### src/rtl/core/efb_pkg.sv
`timescale 1ns / 1ps
// ----------------------------------------------------------------------------
// efb_pkg: shared types and constants for the Ethernet frame builder
// Frame limits, CRC constants, the command word between front and back end,
// and the byte-wide CRC-32 update.
// ----------------------------------------------------------------------------
package efb_pkg;

  localparam int MAX_PAYLOAD = 1500;
  localparam int MIN_PAYLOAD = 46;
  localparam int CNT_W       = $clog2(MAX_PAYLOAD + 1);
  localparam int PAD_W       = $clog2(MIN_PAYLOAD + 1);
  localparam int HDR_LEN     = 14;
  localparam int HDR_IDX_W   = 4;
  localparam int SEQ_W       = (PAD_W > HDR_IDX_W) ? PAD_W : HDR_IDX_W;
  localparam int FCS_LEN     = 4;
  localparam int QDEPTH      = 4;
  localparam int QPTR_W      = 2;

  localparam logic [31:0] CRC_POLY = 32'hEDB88320;
  localparam logic [31:0] CRC_ONES = 32'hFFFFFFFF;

  // One command word: a payload byte (with header ahead of it) or an abort
  typedef struct packed {
    logic             hdr;
    logic             abort;
    logic             last;
    logic [PAD_W-1:0] pad;
    logic [7:0]       data;
    logic [47:0]      dest_mac;
    logic [15:0]      ether_type;
  } cmd_t;

  // Reflected CRC-32 over one byte, LSB first
  function automatic logic [31:0] crc32_byte(input logic [31:0] crc, input logic [7:0] b);
    logic [31:0] c;
    c = crc ^ {24'd0, b};
    for (int k = 0; k < 8; k++) begin
      c = c[0] ? ((c >> 1) ^ CRC_POLY) : (c >> 1);
    end
    return c;
  endfunction

endpackage

### src/rtl/core/ethernet_frame_builder.sv
`timescale 1ns / 1ps
// An accepted word passes the command queue and then the output register to the output.
// The back-end sequencer sets the pace of one frame byte per cycle while m_tready
// does not stall it; payload words flow at one per cycle, header, pad and FCS bytes
// hold input off once the 4-entry command queue fills.
// Reset (rst, synchronous, active high) closes any open frame, empties the
// queue, clears the output and sets the source MAC to zero.
// ----------------------------------------------------------------------------
// ethernet_frame_builder: Ethernet II framing with CRC-32 FCS
// Front end classifies payload words, a queue decouples it from the back end
// that emits header, payload, pad and FCS bytes.
// ----------------------------------------------------------------------------
module ethernet_frame_builder
  import efb_pkg::*;
(
  input  logic        clk,
  input  logic        rst,
  input  logic        cfg_we,
  input  logic [47:0] cfg_data,      // local station MAC
  input  logic        s_tvalid,
  output logic        s_tready,
  input  logic [71:0] s_tdata,       // payload_byte[7:0], dest_mac[55:8], ether_type[71:56]
  input  logic        s_tlast,       // payload_last
  output logic        m_tvalid,
  input  logic        m_tready,
  output logic [7:0]  m_tdata,       // frame_byte[7:0]
  output logic        m_tlast,       // frame_end
  output logic        m_tuser        // frame_error
);

  logic [47:0] station_mac;
  logic        push;
  cmd_t        push_cmd;
  logic        q_full;
  logic        pop;
  logic        head_valid;
  cmd_t        head_cmd;

  // station MAC register
  always_ff @(posedge clk) begin
    if (rst) begin
      station_mac <= '0;
    end else if (cfg_we) begin
      station_mac <= cfg_data;
    end
  end

  efb_front u_front (
    .clk          (clk),
    .rst          (rst),
    .in_valid     (s_tvalid),
    .in_ready     (s_tready),
    .payload_byte (s_tdata[7:0]),
    .payload_last (s_tlast),
    .dest_mac     (s_tdata[55:8]),
    .ether_type   (s_tdata[71:56]),
    .push         (push),
    .push_cmd     (push_cmd),
    .q_full       (q_full)
  );

  efb_queue u_queue (
    .clk        (clk),
    .rst        (rst),
    .push       (push),
    .push_cmd   (push_cmd),
    .full       (q_full),
    .pop        (pop),
    .head_valid (head_valid),
    .head_cmd   (head_cmd)
  );

  efb_back u_back (
    .clk         (clk),
    .rst         (rst),
    .station_mac (station_mac),
    .head_valid  (head_valid),
    .head_cmd    (head_cmd),
    .pop         (pop),
    .out_valid   (m_tvalid),
    .out_ready   (m_tready),
    .out_byte    (m_tdata),
    .out_end     (m_tlast),
    .out_error   (m_tuser)
  );

endmodule

### src/rtl/core/efb_queue.sv
`timescale 1ns / 1ps
// ----------------------------------------------------------------------------
// efb_queue: command queue between front and back end
// Small register FIFO; push when not full, pop when not empty.
// ----------------------------------------------------------------------------
module efb_queue
  import efb_pkg::*;
(
  input  logic clk,
  input  logic rst,
  input  logic push,
  input  cmd_t push_cmd,
  output logic full,
  input  logic pop,
  output logic head_valid,
  output cmd_t head_cmd
);

  cmd_t              mem [QDEPTH];
  logic [QPTR_W-1:0] wr_ptr;
  logic [QPTR_W-1:0] rd_ptr;
  logic [QPTR_W:0]   count;

  assign full       = (count == (QPTR_W + 1)'(QDEPTH));
  assign head_valid = (count != '0);
  assign head_cmd   = mem[rd_ptr];

  // storage
  always_ff @(posedge clk) begin
    if (push) begin
      mem[wr_ptr] <= push_cmd;
    end
  end

  // pointers and fill level
  always_ff @(posedge clk) begin
    if (rst) begin
      wr_ptr <= '0;
      rd_ptr <= '0;
      count  <= '0;
    end else begin
      if (push) wr_ptr <= wr_ptr + 1'b1;
      if (pop)  rd_ptr <= rd_ptr + 1'b1;
      count <= count + (QPTR_W + 1)'(push) - (QPTR_W + 1)'(pop);
    end
  end

  a_no_underflow: assert property (@(posedge clk) disable iff (rst) pop |-> head_valid)
    else $error("queue popped while empty");
  a_no_overflow: assert property (@(posedge clk) disable iff (rst) push |-> !full)
    else $error("queue pushed while full");
  a_level_step: assert property (@(posedge clk) disable iff (rst)
    (push && !pop) |=> (count == $past(count) + 1'b1))
    else $error("queue level did not follow push");

endmodule

### src/rtl/core/efb_front.sv
`timescale 1ns / 1ps
// ----------------------------------------------------------------------------
// efb_front: input classifier
// Tracks frame, payload count and drop state per input word and issues one
// command per word that yields output.
// ----------------------------------------------------------------------------
module efb_front
  import efb_pkg::*;
(
  input  logic        clk,
  input  logic        rst,
  input  logic        in_valid,
  output logic        in_ready,
  input  logic [7:0]  payload_byte,
  input  logic        payload_last,
  input  logic [47:0] dest_mac,
  input  logic [15:0] ether_type,
  output logic        push,
  output cmd_t        push_cmd,
  input  logic        q_full
);

  logic             in_frame;
  logic             dropping;
  logic [CNT_W-1:0] payload_count;

  logic             in_frame_next;
  logic             dropping_next;
  logic [CNT_W-1:0] payload_count_next;
  logic             accept;
  logic             first;
  logic             drop_eff;
  logic [CNT_W-1:0] cnt_eff;
  logic [CNT_W-1:0] cnt_inc;

  assign in_ready = !q_full;
  assign accept   = in_valid && in_ready;
  assign first    = !in_frame;
  assign drop_eff = first ? 1'b0 : dropping;
  assign cnt_eff  = first ? '0 : payload_count;
  assign cnt_inc  = cnt_eff + 1'b1;

  // classify the word
  always_comb begin
    push                = 1'b0;
    push_cmd.hdr        = first;
    push_cmd.abort      = 1'b0;
    push_cmd.last       = payload_last;
    push_cmd.pad        = '0;
    push_cmd.data       = payload_byte;
    push_cmd.dest_mac   = dest_mac;
    push_cmd.ether_type = ether_type;
    in_frame_next       = in_frame;
    dropping_next       = dropping;
    payload_count_next  = payload_count;
    if (accept) begin
      in_frame_next = 1'b1;
      if (drop_eff) begin
        // discarding the tail of an aborted frame
        dropping_next = 1'b1;
      end else if (cnt_eff >= CNT_W'(MAX_PAYLOAD)) begin
        push               = 1'b1;
        push_cmd.abort     = 1'b1;
        dropping_next      = 1'b1;
        payload_count_next = cnt_eff;
      end else begin
        push               = 1'b1;
        dropping_next      = 1'b0;
        payload_count_next = cnt_inc;
        if (cnt_inc < CNT_W'(MIN_PAYLOAD)) begin
          push_cmd.pad = PAD_W'(CNT_W'(MIN_PAYLOAD) - cnt_inc);
        end
      end
      if (payload_last) begin
        in_frame_next      = 1'b0;
        dropping_next      = 1'b0;
        payload_count_next = '0;
      end
    end
  end

  always_ff @(posedge clk) begin
    if (rst) begin
      in_frame      <= 1'b0;
      dropping      <= 1'b0;
      payload_count <= '0;
    end else begin
      in_frame      <= in_frame_next;
      dropping      <= dropping_next;
      payload_count <= payload_count_next;
    end
  end

  a_count_cap: assert property (@(posedge clk) disable iff (rst)
    payload_count <= CNT_W'(MAX_PAYLOAD))
    else $error("payload count above maximum");
  a_drop_in_frame: assert property (@(posedge clk) disable iff (rst) dropping |-> in_frame)
    else $error("dropping outside a frame");
  a_abort_no_hdr: assert property (@(posedge clk) disable iff (rst)
    (push && push_cmd.abort) |-> !push_cmd.hdr)
    else $error("abort issued on the opening word");

endmodule

### src/rtl/core/efb_back.sv
`timescale 1ns / 1ps
// ----------------------------------------------------------------------------
// efb_back: frame sequencer
// Walks each command through header, payload, pad and FCS bytes, one byte
// per unstalled cycle into an output register, with the running CRC-32.
// ----------------------------------------------------------------------------
module efb_back
  import efb_pkg::*;
(
  input  logic        clk,
  input  logic        rst,
  input  logic [47:0] station_mac,
  input  logic        head_valid,
  input  cmd_t        head_cmd,
  output logic        pop,
  output logic        out_valid,
  input  logic        out_ready,
  output logic [7:0]  out_byte,
  output logic        out_end,
  output logic        out_error
);

  typedef enum logic [4:0] {
    S_NEXT = 5'b00001,
    S_HDR  = 5'b00010,
    S_DATA = 5'b00100,
    S_PAD  = 5'b01000,
    S_FCS  = 5'b10000
  } state_t;

  state_t           state;
  logic [SEQ_W-1:0] cnt;
  logic [31:0]      crc;

  state_t             state_next;
  logic [SEQ_W-1:0]   cnt_next;
  logic [7:0]         byte_val;
  logic               end_val;
  logic               err_val;
  logic               feed;
  logic               restart;
  logic               pop_c;
  logic               need_cmd;
  logic               advance;
  logic               go;
  logic [31:0]        fcs;
  logic [111:0]       hdr_vec;
  logic [HDR_IDX_W-1:0] hdr_sel;
  logic [HDR_IDX_W-1:0] hdr_idx;

  assign fcs     = crc ^ CRC_ONES;
  assign hdr_vec = {head_cmd.dest_mac, station_mac, head_cmd.ether_type};
  assign hdr_idx = (state == S_HDR) ? cnt[HDR_IDX_W-1:0] : '0;
  assign hdr_sel = HDR_IDX_W'(HDR_LEN - 1) - hdr_idx;

  assign need_cmd = (state == S_NEXT) || (state == S_HDR) || (state == S_DATA);
  assign advance  = !out_valid || out_ready;
  assign go       = advance && (!need_cmd || head_valid);
  assign pop      = go && pop_c;

  // byte selection and sequencing
  always_comb begin
    state_next = state;
    cnt_next   = cnt;
    byte_val   = 8'd0;
    end_val    = 1'b0;
    err_val    = 1'b0;
    feed       = 1'b0;
    restart    = 1'b0;
    pop_c      = 1'b0;
    case (state)
      S_NEXT, S_DATA: begin
        if (head_cmd.abort) begin
          end_val    = 1'b1;
          err_val    = 1'b1;
          pop_c      = 1'b1;
          state_next = S_NEXT;
        end else if (state == S_NEXT && head_cmd.hdr) begin
          byte_val   = hdr_vec[{hdr_sel, 3'b000} +: 8];
          feed       = 1'b1;
          restart    = 1'b1;
          state_next = S_HDR;
          cnt_next   = SEQ_W'(1);
        end else begin
          byte_val = head_cmd.data;
          feed     = 1'b1;
          pop_c    = 1'b1;
          if (!head_cmd.last) begin
            state_next = S_NEXT;
          end else if (head_cmd.pad != '0) begin
            state_next = S_PAD;
            cnt_next   = SEQ_W'(head_cmd.pad);
          end else begin
            state_next = S_FCS;
            cnt_next   = '0;
          end
        end
      end
      S_HDR: begin
        byte_val = hdr_vec[{hdr_sel, 3'b000} +: 8];
        feed     = 1'b1;
        if (cnt == SEQ_W'(HDR_LEN - 1)) begin
          state_next = S_DATA;
        end else begin
          cnt_next = cnt + 1'b1;
        end
      end
      S_PAD: begin
        feed = 1'b1;
        if (cnt == SEQ_W'(1)) begin
          state_next = S_FCS;
          cnt_next   = '0;
        end else begin
          cnt_next = cnt - 1'b1;
        end
      end
      S_FCS: begin
        byte_val = fcs[{cnt[1:0], 3'b000} +: 8];
        if (cnt == SEQ_W'(FCS_LEN - 1)) begin
          end_val    = 1'b1;
          state_next = S_NEXT;
          cnt_next   = '0;
        end else begin
          cnt_next = cnt + 1'b1;
        end
      end
      default: begin
        state_next = S_NEXT;
        cnt_next   = '0;
      end
    endcase
  end

  // sequencer state and CRC
  always_ff @(posedge clk) begin
    if (rst) begin
      state <= S_NEXT;
      cnt   <= '0;
      crc   <= CRC_ONES;
    end else if (go) begin
      state <= state_next;
      cnt   <= cnt_next;
      if (feed) begin
        crc <= crc32_byte(restart ? CRC_ONES : crc, byte_val);
      end
    end
  end

  // output register
  always_ff @(posedge clk) begin
    if (rst) begin
      out_valid <= 1'b0;
    end else if (advance) begin
      out_valid <= go;
    end
  end

  always_ff @(posedge clk) begin
    if (go) begin
      out_byte  <= byte_val;
      out_end   <= end_val;
      out_error <= err_val;
    end
  end

  a_err_ends: assert property (@(posedge clk) disable iff (rst)
    (out_valid && out_error) |-> out_end)
    else $error("error word not marked as frame end");
  a_hdr_has_cmd: assert property (@(posedge clk) disable iff (rst)
    (state == S_HDR || state == S_DATA) |-> head_valid)
    else $error("command left the queue mid header");
  a_fcs_range: assert property (@(posedge clk) disable iff (rst)
    (state == S_FCS) |-> (cnt < SEQ_W'(FCS_LEN)))
    else $error("FCS byte index out of range");
  a_pad_to_fcs: assert property (@(posedge clk) disable iff (rst)
    (go && state == S_PAD && cnt == SEQ_W'(1)) |=> (state == S_FCS))
    else $error("pad did not hand over to FCS");

endmodule
### config.mk
export PLATFORM = sky130hd
export DESIGN_NAME = ethernet_frame_builder
export DESIGN_NICKNAME = d
export VERILOG_FILES = /design/src/rtl/core/efb_pkg.sv /design/src/rtl/core/ethernet_frame_builder.sv /design/src/rtl/core/efb_queue.sv /design/src/rtl/core/efb_front.sv /design/src/rtl/core/efb_back.sv
export SDC_FILE = /design/constraint.sdc
export NUM_CORES = 1
export LEC_CHECK = 0
export ABC_AREA = 0
export BUFFER_PORTS_ARGS = -buffer_cell sky130_fd_sc_hd__buf_4
export CAP_MARGIN = 10
export CORE_MARGIN = 1.5
export CORE_UTILIZATION = 25
export CTS_BUF_LIST = sky130_fd_sc_hd__clkbuf_16
export DETAILED_ROUTE_END_ITERATION = 6
export SYNTH_ARGS = -nofsm -noshare
export SYNTH_HDL_FRONTEND = slang
export SYNTH_SLANG_ARGS = --single-unit
### constraint.sdc
create_clock -name clk -period 5.5 [get_ports clk]
set_input_delay 1.1 -clock clk [delete_from_list [all_inputs] [get_ports clk]]
set_output_delay 1.1 -clock clk [all_outputs]
set_load 0.01 [all_outputs]
==> flow_summary.json <==
{
  "p_clk_share_pct": 25.1,
  "cts-root-buf": "clkbuf_16",
  "overflow": 0,
  "status": "finished clean",
  "drc": 0,
  "rows": 102,
  "holdCritStartpoint": "station_mac[3]$_SDFFE_PP0P_",
  "nets": 1621,
  "min_period_over_period_pct": 84.4,
  "viasPerCell": 4.69,
  "hold_violations": 0,
  "synth_enable_flop_cells": 334,
  "yosys-top-cells-area": "edfxtp_1 (51%), dfxtp_1 (12%), mux4_2 (8.8%), mux2i_1 (4.1%), nor2_1 (2.9%)",
  "core_area_um2": 77300,
  "crit_type": "flip-flop to flip-flop",
  "final_cell_mix": "edfxtp_1 (334), buf_4 (154), nor2_1 (152)",
  "cts_buffer_depth": 3,
  "io_buffers": 137,
  "synthFlopType": "edfxtp_1",
  "fin_skew_ps": 40.6,
  "drtIter0Drc": 1184,
  "cp_slowest_cell": "dfxtp_1",
  "cp-end-kind": "flip-flop",
  "h-tree-depth": 2,
  "synth_top_area_share_pct": 51.5,
  "cts_buffers": 48,
  "setup_viol": 0,
  "n_antenna_cell": 0,
  "yosys_warnings": 0,
  "cts_tree": "yes",
  "dr.pass1.iters": 5,
  "fin_tns_setup_ps": 0,
  "synthCells": 1353,
  "stdcell_count": 2561,
  "power.leakage_uw": 0.00785,
  "clkSinkCount": 448,
  "ant_nets": 0,
  "ir_worst_vdd_mv": 0.404,
  "clkTransAtPathRegs_ps": 60,
  "synth_top_area_cell": "edfxtp_1",
  "synthXorXnorAreaFrac_pct": 4.46,
  "max_stage_delay_ps": 1120,
  "vias": 12000,
  "path_max_fanout": 32,
  "yosysUniqueCellTypes": 87,
  "start_kind": "flip-flop",
  "syn_avg_cell_area_um2": 14.4,
  "switching_share_pct": 36.6,
  "final_common_cell": "edfxtp_1",
  "regToRegSetupSlack_ps": 860,
  "grt.total_usage_pct": 13.4,
  "yosysSeqAreaShare_pct": 63.2,
  "dp_cells": 2471,
  "hold_end": "station_mac[3]$_SDFFE_PP0P_",
  "syn_nets": 1493,
  "synth_top_family_by_area": "multiplexers",
  "hold_depth": 2,
  "synth_adder_area_share_pct": 0.937,
  "ff2ff_path_depth": 9,
  "hpwl_um": 37700,
  "drive_above_1_share_pct": 23.4,
  "post_cts_resized": 0,
  "startpoint": "u_back.cnt[2]$_SDFFE_PP0P_",
  "synth_compound_area_share_pct": 7.38,
  "grt_first_pass_wirelength_um": 79300,
  "syn_to_final_growth_pct": 19.6,
  "io_pins": 138,
  "antenna_found_initial": 1,
  "pwr-share-comb_pct": 40.6,
  "p_switching_uw": 4830,
  "grt_pass1_vias": 12100,
  "clk-insertion-delay-late_ps": 600,
  "post_cts_buffers": 0,
  "intPower_uw": 8350,
  "worst_pin_slew_ps": 1210,
  "r2r-end": "u_back.crc[17]$_SDFFE_PP1P_",
  "fillCellCount": 7737,
  "dieArea_um2": 79600,
  "cp.required_ps": 6000,
  "ys_seq_elements": 448,
  "path_cells": "nor2b_1 -> a311o_1 -> a211oi_1 -> o31ai_1 -> xnor2_2 -> xor2_2 -> xor2_1 -> xnor3_1 -> o21ai_1",
  "die_w_um": 282,
  "async_flop_share_pct": 0,
  "final_max_slew_viol_count": 0,
  "r2r-start": "u_back.cnt[2]$_SDFFE_PP0P_",
  "period_needed_ps": 4640,
  "start_util_pct": 25.2,
  "power.share.sequential_pct": 34.4,
  "max_cap_violations": 0,
  "slew_headroom_pct": 19.4,
  "rsz0062_at_grt": "no",
  "pwr_density_cell_nw_per_um2": 565,
  "dieHeight_um": 282,
  "synth-simple-area-share_pct": 8.11,
  "gp_congestion": 0.902,
  "max_freq_mhz": 216,
  "synth_mux_area_share_pct": 13.5,
  "worstPathArrival_ps": 5140,
  "hp-class": "flip-flop to flip-flop",
  "cts_hold_buf": 0,
  "wl_per_cell_um": 21.1,
  "syn_area_um2": 19500,
  "grt_max_degree": 84,
  "drt_wl_total_um": 54000
}
[metal layers]
metal,GRT usage [%],vias to the layer above,part of all wire [%]
met4,3.72,2,2.1
met1,17.7,6090,43
met3,3.24,81,8.2
met2,21.7,411,47
li1,-,5428,-
met5,0,-,0.017
[per-stage QoR]
step                hold slack (ps)  total power, µW  instance area (µm²)  setup slack [ps]  util [%]
floorplan                       451             8410                19500              1180         -
global placement                473             9890                21700              1100      28.0
detailed placement              478             9920                21700               962      28.0
CTS                             494            13300                23300               919      30.1
global route                    511            13900                23300               620      30.1
finish                          491            13200                23300               860      30.1
[power by group through the flow]
stage / combinational, µW / clock, µW / sequential [µW]
2_1_floorplan: 4030 / 0 / 4380
3_3_place_gp: 5310 / 0 / 4580
3_5_place_dp: 5320 / 0 / 4600
4_1_cts: 5340 / 3380 / 4530
5_1_grt: 5780 / 3510 / 4570
6_report: 5350 / 3300 / 4530
[registers in the layout (all words and copies together), names as in the netlist, 2 cells and up, named ones only]
register	cells
u_queue.mem	324
station_mac	48
u_back.crc	32
u_back.state	5
u_back.cnt	6
u_queue.wr_ptr	2
u_queue.count	3
u_front.payload_count	11
u_queue.rd_ptr	2
u_back.out_byte	8
[cells in the mapped netlist (22+ instances only)]
library cell,number
edfxtp_1,334
nor2_1,152
dfxtp_1,114
mux2i_1,79
mux4_2,76
a21oi_1,57
nand2_1,49
xnor2_1,48
clkbuf_1,45
nand3_1,33
xor2_1,28
o21ai_0,27
o211ai_1,22
[layout make-up]
cell class              instances  area, µm²  area share, %
clock buffers                  49       1230           5.26
clock inverters                41        394           1.69
inverters                      17       63.8          0.274
multi-input cells             806       6720           28.8
flip-flops and latches        448      12300           52.9
well taps                    1040       1300           5.58
repair buffers                160       1280           5.48
[critical path, delay by kind of cell, from the launching register on]
family	cells	cell delay, ps
flops	1	1120
xor+xnor	4	1300
compound gates	4	1130
simple gates	1	970
[kinds of logic after synthesis]
logic type / Yosys count
flops: 448
simple gates: 333
compound gates: 206
mux: 167
buf+inv: 99
xor+xnor: 86
fa+ha+maj: 14
[how the worst max path moves through the flow]
stage	end	cells past startpoint	slack, ps
floorplan	u_queue.mem[0][0]$_DFFE_PP_	5	1180
global placement	u_back.crc[17]$_SDFFE_PP1P_	9	1100
detailed placement	u_back.crc[17]$_SDFFE_PP1P_	9	960
CTS	u_back.crc[17]$_SDFFE_PP1P_	9	920
global route	u_back.crc[17]$_SDFFE_PP1P_	9	620
finish	u_back.crc[17]$_SDFFE_PP1P_	9	860
(Power assumes the default switching activity.)
